--- src/spq_pkg.sv ---
`timescale 1ns / 1ps
// ----------------------------------------------------------------------------
// Sorted priority queue package
// Request kinds, result status codes, controller states and the control word
// that the controller broadcasts to every queue cell.
// ----------------------------------------------------------------------------
package spq_pkg;

  // Fixed field widths of the request and result.
  localparam int unsigned KIND_BITS   = 2;
  localparam int unsigned STATUS_BITS = 2;
  localparam int unsigned POS_BITS    = 4;
  localparam int unsigned COUNT_BITS  = 5;

  // Request kinds carried on the input tuser.
  typedef enum logic [KIND_BITS-1:0] {
    KIND_OFFER  = 2'd0,
    KIND_POLL   = 2'd1,
    KIND_REMOVE = 2'd2
  } kind_e;

  // Result status codes.
  typedef enum logic [STATUS_BITS-1:0] {
    STAT_DONE  = 2'd0,
    STAT_EMPTY = 2'd1,
    STAT_FULL  = 2'd2
  } status_e;

  // Controller states.
  typedef enum logic [1:0] {
    S_IDLE  = 2'd0,
    S_SWEEP = 2'd1,
    S_DONE  = 2'd2
  } state_e;

  // Commands broadcast to the cell row.
  typedef enum logic [2:0] {
    CELL_HOLD  = 3'd0,
    CELL_OFFER = 3'd1,
    CELL_POLL  = 3'd2,
    CELL_MARK  = 3'd3,
    CELL_SWAP  = 3'd4
  } cell_cmd_e;

  // Control word shared by all cells.
  typedef struct packed {
    cell_cmd_e cmd;
    logic      phase;
    logic      order_mode;
  } cell_ctrl_t;

endpackage

--- src/spq_cell.sv ---
`timescale 1ns / 1ps
// ----------------------------------------------------------------------------
// Sorted priority queue cell
// Holds one entry of the queue and exchanges it with its two neighbors for
// inserts, head removal and the odd-even compaction after a tag removal.
// ----------------------------------------------------------------------------
module spq_cell #(
  parameter int unsigned KEY_BITS = 32,
  parameter int unsigned TAG_BITS = 16,
  parameter bit          PARITY   = 1'b0
) (
  input  logic                clk_i,
  input  logic                rst_ni,
  input  spq_pkg::cell_ctrl_t ctrl_i,
  input  logic [KEY_BITS-1:0] new_key_i,
  input  logic [TAG_BITS-1:0] new_tag_i,
  input  logic                prev_valid_i,
  input  logic                prev_stay_i,
  input  logic [KEY_BITS-1:0] prev_key_i,
  input  logic [TAG_BITS-1:0] prev_tag_i,
  input  logic                next_valid_i,
  input  logic [KEY_BITS-1:0] next_key_i,
  input  logic [TAG_BITS-1:0] next_tag_i,
  output logic                valid_o,
  output logic [KEY_BITS-1:0] key_o,
  output logic [TAG_BITS-1:0] tag_o,
  output logic                stay_o,
  output logic                match_o
);
  import spq_pkg::*;

  logic                valid_q, valid_d;
  logic [KEY_BITS-1:0] key_q, key_d;
  logic [TAG_BITS-1:0] tag_q, tag_d;
  logic                new_first;

  // The offered key is served strictly before the held key.
  assign new_first = ctrl_i.order_mode ? (new_key_i > key_q) : (new_key_i < key_q);
  assign stay_o    = valid_q & ~new_first;
  assign match_o   = valid_q & (tag_q == new_tag_i);

  // Next entry of this cell.
  always_comb begin
    valid_d = valid_q;
    key_d   = key_q;
    tag_d   = tag_q;
    case (ctrl_i.cmd)
      CELL_OFFER: begin
        if (!stay_o) begin
          if (prev_stay_i) begin
            valid_d = 1'b1;
            key_d   = new_key_i;
            tag_d   = new_tag_i;
          end else begin
            valid_d = prev_valid_i;
            key_d   = prev_key_i;
            tag_d   = prev_tag_i;
          end
        end
      end
      CELL_POLL: begin
        valid_d = next_valid_i;
        key_d   = next_key_i;
        tag_d   = next_tag_i;
      end
      CELL_MARK: begin
        if (match_o) begin
          valid_d = 1'b0;
        end
      end
      CELL_SWAP: begin
        // In this phase the cell is the left member of a pair when its
        // parity matches; a hole then pulls in a live right neighbor.
        if (PARITY == ctrl_i.phase) begin
          if (!valid_q && next_valid_i) begin
            valid_d = 1'b1;
            key_d   = next_key_i;
            tag_d   = next_tag_i;
          end
        end else if (!prev_valid_i && valid_q) begin
          valid_d = 1'b0;
        end
      end
      default: begin
        valid_d = valid_q;
      end
    endcase
  end

  // Occupancy flag.
  always_ff @(posedge clk_i or negedge rst_ni) begin
    if (!rst_ni) begin
      valid_q <= 1'b0;
    end else begin
      valid_q <= valid_d;
    end
  end

  // Entry payload.
  always_ff @(posedge clk_i) begin
    key_q <= key_d;
    tag_q <= tag_d;
  end

  assign valid_o = valid_q;
  assign key_o   = key_q;
  assign tag_o   = tag_q;

endmodule

--- src/spq_obuf.sv ---
`timescale 1ns / 1ps
// ----------------------------------------------------------------------------
// Sorted priority queue result buffer
// Output register with a skid stage, so a new request can be taken while a
// finished result still waits on the output.
// ----------------------------------------------------------------------------
module spq_obuf #(
  parameter int unsigned WIDTH = 8
) (
  input  logic             clk_i,
  input  logic             rst_ni,
  input  logic             push_i,
  input  logic [WIDTH-1:0] push_data_i,
  output logic             room_o,
  output logic             out_valid_o,
  input  logic             out_ready_i,
  output logic [WIDTH-1:0] out_data_o
);
  logic             out_valid_q, out_valid_d;
  logic [WIDTH-1:0] out_data_q, out_data_d;
  logic             skid_valid_q, skid_valid_d;
  logic [WIDTH-1:0] skid_data_q, skid_data_d;
  logic             out_free;

  assign out_free = ~out_valid_q | out_ready_i;

  // Refill the output from the skid stage first, then from a new push.
  always_comb begin
    out_valid_d  = out_valid_q;
    out_data_d   = out_data_q;
    skid_valid_d = skid_valid_q;
    skid_data_d  = skid_data_q;
    if (out_free) begin
      if (skid_valid_q) begin
        out_valid_d  = 1'b1;
        out_data_d   = skid_data_q;
        skid_valid_d = push_i;
        skid_data_d  = push_data_i;
      end else begin
        out_valid_d = push_i;
        out_data_d  = push_data_i;
      end
    end else if (push_i) begin
      skid_valid_d = 1'b1;
      skid_data_d  = push_data_i;
    end
  end

  // Valid flags.
  always_ff @(posedge clk_i or negedge rst_ni) begin
    if (!rst_ni) begin
      out_valid_q  <= 1'b0;
      skid_valid_q <= 1'b0;
    end else begin
      out_valid_q  <= out_valid_d;
      skid_valid_q <= skid_valid_d;
    end
  end

  // Result payloads.
  always_ff @(posedge clk_i) begin
    out_data_q  <= out_data_d;
    skid_data_q <= skid_data_d;
  end

  assign room_o      = ~skid_valid_q;
  assign out_valid_o = out_valid_q;
  assign out_data_o  = out_data_q;

  // A push never lands on a full skid stage that cannot drain.
  a_no_overrun: assert property (@(posedge clk_i) disable iff (!rst_ni)
    push_i && skid_valid_q |-> out_free)
    else $error("result pushed while the buffer was full");

endmodule

--- src/sorted_priority_queue_core.sv ---
`timescale 1ns / 1ps
// Offer, poll and unused kinds: result pushed to the result buffer on accept, and
//   a new one of these requests can be taken every cycle while the buffer has room.
// Remove by tag: matches marked on accept; the odd-even compaction then moves the
//   freed cells to the row tail, one phase per cycle, before the result is pushed.
// Reset empties the queue (all cell valid bits clear) and selects
//   smallest-key-first order; no clearing pass is needed.
// ----------------------------------------------------------------------------
// Sorted priority queue core
// A row of DEPTH cells holds the entries in service order with the head in
// cell 0; a small controller broadcasts offer, poll and remove commands.
// ----------------------------------------------------------------------------
module sorted_priority_queue_core #(
  parameter int unsigned DEPTH    = 16,
  parameter int unsigned KEY_BITS = 32,
  parameter int unsigned TAG_BITS = 16,
  localparam int unsigned IN_W    = ((KEY_BITS + TAG_BITS + 7) / 8) * 8,
  localparam int unsigned OUT_RAW = spq_pkg::POS_BITS + 2 * KEY_BITS + 2 * TAG_BITS
                                    + 2 * spq_pkg::COUNT_BITS + 1,
  localparam int unsigned OUT_W   = ((OUT_RAW + 7) / 8) * 8
) (
  input  logic                            clk_i,
  input  logic                            rst_ni,
  // Configuration: order_mode.
  input  logic                            cfg_we_i,
  input  logic                            cfg_wdata_i,
  // Request stream.
  input  logic                            s_axis_tvalid_i,
  output logic                            s_axis_tready_o,
  // tdata fields from bit 0: entry_key, entry_tag, zero pad.
  input  logic [IN_W-1:0]                 s_axis_tdata_i,
  // tuser fields from bit 0: kind.
  input  logic [spq_pkg::KIND_BITS-1:0]   s_axis_tuser_i,
  // Result stream.
  output logic                            m_axis_tvalid_o,
  input  logic                            m_axis_tready_i,
  // tdata fields from bit 0: insert_position, taken_key, taken_tag, removed_count,
  // entry_count, head_valid, head_key, head_tag, zero pad.
  output logic [OUT_W-1:0]                m_axis_tdata_o,
  // tuser fields from bit 0: status.
  output logic [spq_pkg::STATUS_BITS-1:0] m_axis_tuser_o
);
  import spq_pkg::*;

  localparam int unsigned IDX_W = $clog2(DEPTH);
  localparam int unsigned CNT_W = $clog2(DEPTH + 1);
  localparam int unsigned BUF_W = STATUS_BITS + OUT_W;

  // Cell row signals.
  logic [DEPTH-1:0]    valid_vec, stay_vec, match_vec, first_vec;
  logic [DEPTH-1:0]    prev_valid, prev_stay, next_valid;
  logic [KEY_BITS-1:0] cell_key [DEPTH];
  logic [TAG_BITS-1:0] cell_tag [DEPTH];
  logic [KEY_BITS-1:0] prev_key [DEPTH];
  logic [TAG_BITS-1:0] prev_tag [DEPTH];
  logic [KEY_BITS-1:0] next_key [DEPTH];
  logic [TAG_BITS-1:0] next_tag [DEPTH];
  cell_ctrl_t          ctrl;

  // Controller state.
  state_e           state_q, state_d;
  logic [CNT_W-1:0] count_q, count_d;
  logic [CNT_W-1:0] rm_q, rm_d;
  logic [DEPTH-1:0] match_q, match_d;
  logic [IDX_W-1:0] sweep_q, sweep_d;
  logic             order_q;

  // Request fields and result fields.
  logic [KEY_BITS-1:0]   in_key;
  logic [TAG_BITS-1:0]   in_tag;
  logic                  accept, full;
  logic [IDX_W-1:0]      pos_idx;
  status_e               r_status;
  logic [POS_BITS-1:0]   r_pos;
  logic [KEY_BITS-1:0]   r_tkey, r_hkey;
  logic [TAG_BITS-1:0]   r_ttag, r_htag;
  logic [COUNT_BITS-1:0] r_removed, r_count;
  logic                  r_hvalid;
  logic                  push, room;
  logic [BUF_W-1:0]      push_data, out_data;

  assign in_key = s_axis_tdata_i[KEY_BITS-1:0];
  assign in_tag = s_axis_tdata_i[KEY_BITS +: TAG_BITS];
  assign accept = s_axis_tvalid_i & s_axis_tready_o;
  assign full   = (count_q == CNT_W'(DEPTH));

  // Cell row with neighbor links; cell 0 sees an always-kept entry before it.
  for (genvar i = 0; i < DEPTH; i++) begin : g_cell
    if (i == 0) begin : g_head
      assign prev_valid[i] = 1'b1;
      assign prev_stay[i]  = 1'b1;
      assign prev_key[i]   = '0;
      assign prev_tag[i]   = '0;
    end else begin : g_link
      assign prev_valid[i] = valid_vec[i-1];
      assign prev_stay[i]  = stay_vec[i-1];
      assign prev_key[i]   = cell_key[i-1];
      assign prev_tag[i]   = cell_tag[i-1];
    end
    if (i == DEPTH - 1) begin : g_tail
      assign next_valid[i] = 1'b0;
      assign next_key[i]   = '0;
      assign next_tag[i]   = '0;
    end else begin : g_next
      assign next_valid[i] = valid_vec[i+1];
      assign next_key[i]   = cell_key[i+1];
      assign next_tag[i]   = cell_tag[i+1];
    end
    assign first_vec[i] = ~stay_vec[i] & prev_stay[i];

    spq_cell #(
      .KEY_BITS(KEY_BITS),
      .TAG_BITS(TAG_BITS),
      .PARITY  (1'(i % 2))
    ) u_cell (
      .clk_i       (clk_i),
      .rst_ni      (rst_ni),
      .ctrl_i      (ctrl),
      .new_key_i   (in_key),
      .new_tag_i   (in_tag),
      .prev_valid_i(prev_valid[i]),
      .prev_stay_i (prev_stay[i]),
      .prev_key_i  (prev_key[i]),
      .prev_tag_i  (prev_tag[i]),
      .next_valid_i(next_valid[i]),
      .next_key_i  (next_key[i]),
      .next_tag_i  (next_tag[i]),
      .valid_o     (valid_vec[i]),
      .key_o       (cell_key[i]),
      .tag_o       (cell_tag[i]),
      .stay_o      (stay_vec[i]),
      .match_o     (match_vec[i])
    );
  end

  // Insert position: the single cell where kept entries end.
  always_comb begin
    pos_idx = '0;
    for (int i = 0; i < DEPTH; i++) begin
      if (first_vec[i]) begin
        pos_idx = pos_idx | IDX_W'(i);
      end
    end
  end

  // Controller: next state, cell commands and the result of each request.
  always_comb begin
    state_d         = state_q;
    count_d         = count_q;
    rm_d            = rm_q;
    match_d         = match_q;
    sweep_d         = sweep_q;
    ctrl.cmd        = CELL_HOLD;
    ctrl.phase      = sweep_q[0];
    ctrl.order_mode = order_q;
    push            = 1'b0;
    r_status        = STAT_DONE;
    r_pos           = '0;
    r_tkey          = '0;
    r_ttag          = '0;
    r_removed       = '0;
    r_hvalid        = valid_vec[0];
    r_hkey          = valid_vec[0] ? cell_key[0] : '0;
    r_htag          = valid_vec[0] ? cell_tag[0] : '0;
    case (state_q)
      S_IDLE: begin
        if (accept) begin
          push = 1'b1;
          case (s_axis_tuser_i)
            KIND_OFFER: begin
              if (full) begin
                r_status = STAT_FULL;
              end else begin
                ctrl.cmd = CELL_OFFER;
                count_d  = count_q + CNT_W'(1);
                r_pos    = POS_BITS'(pos_idx);
                r_hvalid = 1'b1;
                if (first_vec[0]) begin
                  r_hkey = in_key;
                  r_htag = in_tag;
                end
              end
            end
            KIND_POLL: begin
              if (!valid_vec[0]) begin
                r_status = STAT_EMPTY;
              end else begin
                ctrl.cmd = CELL_POLL;
                count_d  = count_q - CNT_W'(1);
                r_tkey   = cell_key[0];
                r_ttag   = cell_tag[0];
                r_hvalid = valid_vec[1];
                r_hkey   = valid_vec[1] ? cell_key[1] : '0;
                r_htag   = valid_vec[1] ? cell_tag[1] : '0;
              end
            end
            KIND_REMOVE: begin
              // Mark matches now, report after the compaction.
              push     = 1'b0;
              ctrl.cmd = CELL_MARK;
              match_d  = match_vec;
              rm_d     = '0;
              sweep_d  = '0;
              state_d  = S_SWEEP;
            end
            default: begin
              r_status = STAT_DONE;
            end
          endcase
        end
      end
      S_SWEEP: begin
        // One odd-even phase per cycle; count the marked cells meanwhile.
        ctrl.cmd = CELL_SWAP;
        rm_d     = rm_q + CNT_W'(match_q[0]);
        match_d  = match_q >> 1;
        sweep_d  = sweep_q + IDX_W'(1);
        if (sweep_q == IDX_W'(DEPTH - 1)) begin
          state_d = S_DONE;
        end
      end
      S_DONE: begin
        push      = 1'b1;
        count_d   = count_q - rm_q;
        r_removed = COUNT_BITS'(rm_q);
        state_d   = S_IDLE;
      end
      default: begin
        state_d = S_IDLE;
      end
    endcase
  end

  assign r_count   = COUNT_BITS'(count_d);
  assign push_data = {OUT_W'({r_htag, r_hkey, r_hvalid, r_count, r_removed,
                              r_ttag, r_tkey, r_pos}), r_status};

  // Controller registers.
  always_ff @(posedge clk_i or negedge rst_ni) begin
    if (!rst_ni) begin
      state_q <= S_IDLE;
      count_q <= '0;
      rm_q    <= '0;
      match_q <= '0;
      sweep_q <= '0;
    end else begin
      state_q <= state_d;
      count_q <= count_d;
      rm_q    <= rm_d;
      match_q <= match_d;
      sweep_q <= sweep_d;
    end
  end

  // Order mode register.
  always_ff @(posedge clk_i or negedge rst_ni) begin
    if (!rst_ni) begin
      order_q <= 1'b0;
    end else if (cfg_we_i) begin
      order_q <= cfg_wdata_i;
    end
  end

  assign s_axis_tready_o = (state_q == S_IDLE) & room;

  // Result buffer.
  spq_obuf #(
    .WIDTH(BUF_W)
  ) u_obuf (
    .clk_i      (clk_i),
    .rst_ni     (rst_ni),
    .push_i     (push),
    .push_data_i(push_data),
    .room_o     (room),
    .out_valid_o(m_axis_tvalid_o),
    .out_ready_i(m_axis_tready_i),
    .out_data_o (out_data)
  );

  assign m_axis_tuser_o = out_data[STATUS_BITS-1:0];
  assign m_axis_tdata_o = out_data[BUF_W-1:STATUS_BITS];

  // Between requests the live cells match the entry count.
  a_count_cells: assert property (@(posedge clk_i) disable iff (!rst_ni)
    state_q == S_IDLE |-> $countones(valid_vec) == int'(count_q))
    else $error("cell occupancy differs from entry count");

  // Between requests the head cell is live exactly when the queue holds entries.
  a_head_live: assert property (@(posedge clk_i) disable iff (!rst_ni)
    state_q == S_IDLE |-> valid_vec[0] == (count_q != '0))
    else $error("head cell empty while queue holds entries");

  // A remove request always starts the compaction sweep.
  a_remove_sweep: assert property (@(posedge clk_i) disable iff (!rst_ni)
    accept && s_axis_tuser_i == KIND_REMOVE |=> state_q == S_SWEEP && sweep_q == '0)
    else $error("remove request did not start the sweep");

  // An accepted offer on a full queue leaves the count unchanged.
  a_full_hold: assert property (@(posedge clk_i) disable iff (!rst_ni)
    accept && s_axis_tuser_i == KIND_OFFER && full |=> $stable(count_q))
    else $error("refused offer changed the entry count");

endmodule

--- config.mk ---
export PLATFORM = sky130hd
export DESIGN_NAME = sorted_priority_queue_core
export DESIGN_NICKNAME = d
export VERILOG_FILES = /design/src/spq_pkg.sv /design/src/spq_cell.sv /design/src/spq_obuf.sv /design/src/sorted_priority_queue_core.sv
export SDC_FILE = /design/constraint.sdc
export NUM_CORES = 2
export LEC_CHECK = 0
export ABC_AREA = 0
export BUFFER_PORTS_ARGS = -buffer_cell sky130_fd_sc_hd__buf_2
export CAP_MARGIN = 30
export CELL_PAD_IN_SITES_DETAIL_PLACEMENT = 2
export CELL_PAD_IN_SITES_GLOBAL_PLACEMENT = 2
export CORE_MARGIN = 5
export CORE_UTILIZATION = 31
export DETAILED_ROUTE_END_ITERATION = 7
export GPL_TIMING_DRIVEN = 1
export PLACE_DENSITY_LB_ADDON = 0.1
export SLEW_MARGIN = 20
export SYNTH_ARGS = -nofsm -noshare
export SYNTH_HDL_FRONTEND = slang
export SYNTH_HIERARCHICAL = 1
export SYNTH_SLANG_ARGS = --single-unit
--- constraint.sdc ---
create_clock -name clk_i -period 12.74 [get_ports clk_i]
set_clock_uncertainty 0.1 [all_clocks]
set_input_delay 2.548 -clock clk_i [delete_from_list [all_inputs] [get_ports clk_i]]
set_output_delay 2.548 -clock clk_i [all_outputs]
set_load 0.005 [all_outputs]
==> flow_metrics.env <==
export IMPL_status="completed"
export IMPL_multi_input_area_sq_um=35000
export IMPL_grt_pass1_vias=57402
export IMPL_swShare_pct=41.2
export IMPL_post_cts_buffers=0
export IMPL_power_frac_comb_pct=41.1
export IMPL_nFillCells=24072
export IMPL_p_leak_nw=31.5
export IMPL_syn_avg_cell_area_sq_um=10.1
export IMPL_async_flop_share_pct=4.87
export IMPL_drt_iter0_drc=2816
export IMPL_syn_to_final_growth_pct=13.7
export IMPL_yosys_area_top_type="edfxtp_1"
export IMPL_drc=0
export IMPL_p_clk_share_pct=21.7
export IMPL_hold_violations=0
export IMPL_htree_levels=4
export IMPL_synth_compound_area_share_pct=12.1
export IMPL_setup_worst_path_class="input pin to flop"
export IMPL_clkSinkCount=1047
export IMPL_portBuffers=171
export IMPL_grt_pass1_wl_mm=360
export IMPL_synth_simple_area_share_pct=11.2
export IMPL_tns_ns=0
export IMPL_antenna_found_initial=9
export IMPL_ios=172
export IMPL_finalSetupViolCount=0
export IMPL_ys_flop_type="edfxtp_1"
export IMPL_synth_edf_count=996
export IMPL_synth_cell_type_count=71
export IMPL_cts_hold_buffers=0
export IMPL_path_clk_slew_ns=0.06
export IMPL_place_gp_congestion=0.798
export IMPL_drt_pass1_iterations=5
export IMPL_slew_viol_final=0
export IMPL_cts_resized=0
export IMPL_worst_path_buf_inv=5
export IMPL_ant_nets=0
export IMPL_synth_area_leaders="edfxtp_1 (43%), mux2i_1 (11%), ha_1 (9.4%)"
export IMPL_die_y_um=482
export IMPL_synth_ff_latch_count=1047
export IMPL_critPathRequiredTime_ns=13.29
export IMPL_nets=7641
export IMPL_synth_xor_area_share_pct=3.37
export IMPL_tightest_slew_ns=0.961
export IMPL_vias_per_cell=5.16
export IMPL_top_layer="met4"
export IMPL_yosysSeqAreaShare_pct=45.1
export IMPL_wl_met1_mm=119
export IMPL_grt_max_degree=97
export IMPL_hold_ws_ns=0.400
export IMPL_grt_overflow=0
export IMPL_dr_wl_met3_mm=6.99
export IMPL_core_sq_um=222000
export IMPL_dp_hpwl_mm=174
export IMPL_clock_latency_ns=0.80
export IMPL_period_needed_ns=7.05
export IMPL_cp_start_kind="input pin"
export IMPL_cts_path_max_buffers=3
export IMPL_finalCritPeriodShare_pct=55.3
export IMPL_ir_drop_mv=0.135
export IMPL_wl_met2_mm=103
export IMPL_internal_power_mw=10.5
export IMPL_rows=173
export IMPL_design_area_sq_um=78600
export IMPL_cts_tree="built"
export IMPL_hold_class="flop to flop"
export IMPL_drt_wl_total_mm=234
export IMPL_synthTopCellsByCount="nand2_1 (1045), edfxtp_1 (996), o21ai_0 (889)"
export IMPL_syn_inst=6825
export IMPL_slowest_delay_ns=0.75
export IMPL_synthMuxAreaShare_pct=13.6
export IMPL_crit_path_end_kind="flop"
export IMPL_drive_gt1_share_pct=10.9
export IMPL_cp_arrival_ns=7.60
export IMPL_timing_fmax_mhz=142
export IMPL_worstPathMaxFanout=20
export IMPL_cp_slowest_cell="o22ai_1"
export IMPL_synth_top_area_share_pct=43.3
export IMPL_grt_usage_pct=19.8
export IMPL_cap_violations=0
export IMPL_start_util_pct=31.1
export IMPL_die_x_um=482
export IMPL_synth_fa_ha_area_share_pct=9.48
export IMPL_clock_tree_root_cell="clkbuf_16"
export IMPL_crit_chain="buf_2, buf_4, buf_4, ha_1, nand4_2, nor4_2, nand4_1, a31oi_1, or2_0, o211ai_2, inv_2, inv_1, o22ai_1, nor3_1, a31oi_1, mux2_2"
export IMPL_vias=52395
export IMPL_power_density_nw_per_um2=227
export IMPL_register_area_sq_um=31200
export IMPL_cts_buffers=145
export IMPL_postPlaceCellArea_sq_um=74000
export IMPL_mappedNetlistArea_sq_um=69100
export IMPL_cp_top_family="buffers and inverters"
export IMPL_p_switching_mw=7.35
export IMPL_die_area_sq_um=233000
export IMPL_rsz0062_at_grt="no"
export IMPL_slew_headroom_pct=35.8
export IMPL_synth_top_family_by_area="multiplexers"
export IMPL_seq_power_share_pct=37.2
export IMPL_wl_per_cell_um=23.0
export IMPL_ys_warn_count=6
export IMPL_post_synth_top_count_cell="nand2_1"
-- layout by cell type (no fill, tap or decap), types with 141 or more instances in the layout --
cell type / synthesis / routed
a21oi_1: 232 / 219
buf_2: 96 / 170
buf_4: 6 / 141
clkbuf_16: 0 / 147
edfxtp_1: 996 / 996
ha_1: 521 / 521
inv_1: 571 / 565
mux2i_1: 771 / 771
nand2_1: 1045 / 1045
nor2_1: 162 / 161
o21ai_0: 889 / 878
xnor2_1: 184 / 184
-- power by group through the flow --
stage	registers [mW]	logic, mW	clock network (mW)
after floorplan	6.27	5.25	0
after global placement	6.72	7.05	0
after detailed placement	6.71	7.41	0
after CTS	6.67	7.43	4.03
after global routing	6.81	8.29	4.17
final	6.64	7.34	3.88
-- worst min-delay path: cells and delay by family (launching register included) --
family	cells	cell delay, ns
flip-flops	1	0.35
AND/OR/NAND/NOR	2	0.12
-- worst paths after layout --
kind	from	end	depth (start not counted)	slack, ns
worst max-delay path	s_axis_tdata_i[28]	u_obuf/out_data_o[2]	16	5.69
worst min-delay path	match_q[3]	match_q[3]	2	0.40
worst max register to register	g_cell[0].u_cell/valid_o	g_cell[7].u_cell/key_o[7]	10	7.74
worst min register to register	match_q[3]	match_q[3]	2	0.40
max in group asynchronous	rst_ni	match_q[13]	2	9.88
min in group asynchronous	rst_ni	u_obuf/out_valid_o	1	1.62
-- logic make-up after synthesis --
group | Yosys count
AND/OR/NAND/NOR | 1704
AO/OA/AOI/OAI | 1476
flip-flops | 1047
multiplexers | 909
buffers and inverters | 898
adder cells (fa/ha/maj) | 523
XOR/XNOR | 266
other | 2
-- area by class of cell --
cell class / count / area share (%)
Multi-Input combinational cell: 4981 / 44.6
Sequential cell: 1047 / 39.7
Clock buffer: 193 / 4.99
Tap cell: 2975 / 4.74
Inverter: 572 / 2.74
Timing Repair Buffer: 316 / 2.59
Clock inverter: 71 / 0.615
Antenna cell: 6 / 0.0191
-- sequential cells by signal, indices dropped and copies added (netlist names) --
name / flops
order_q: 1
sweep_q: 4
g_cell.u_cell/tag_o: 256
g_cell.u_cell/key_o: 512
u_obuf/skid_data_q: 114
state_q: 2
u_obuf/skid_valid_q: 1
rm_q: 5
match_q: 16
u_obuf/out_data_o: 114
u_obuf/out_valid_o: 1
g_cell.u_cell/valid_o: 16
count_q: 5
-- per-stage QoR --
stage	instances	total power [mW]	utilization [%]	setup slack (ns)
2_1_floorplan	6926	11.5	-	3.69
3_3_place_gp	9885	13.8	33.3	4.96
3_5_place_dp	9887	14.1	33.3	4.99
4_1_cts	10151	18.1	35.3	5.84
5_1_grt	10158	19.3	35.4	5.52
6_report	10161	17.9	35.4	5.69
-- metal layers --
metal	vias up	global-route usage, %
met4	0	4.96
met2	659	31.4
met3	239	2.44
li1	25030	-
met1	26467	28.6
met5	-	0
Note: power is estimated with default switching activity, not from simulation.
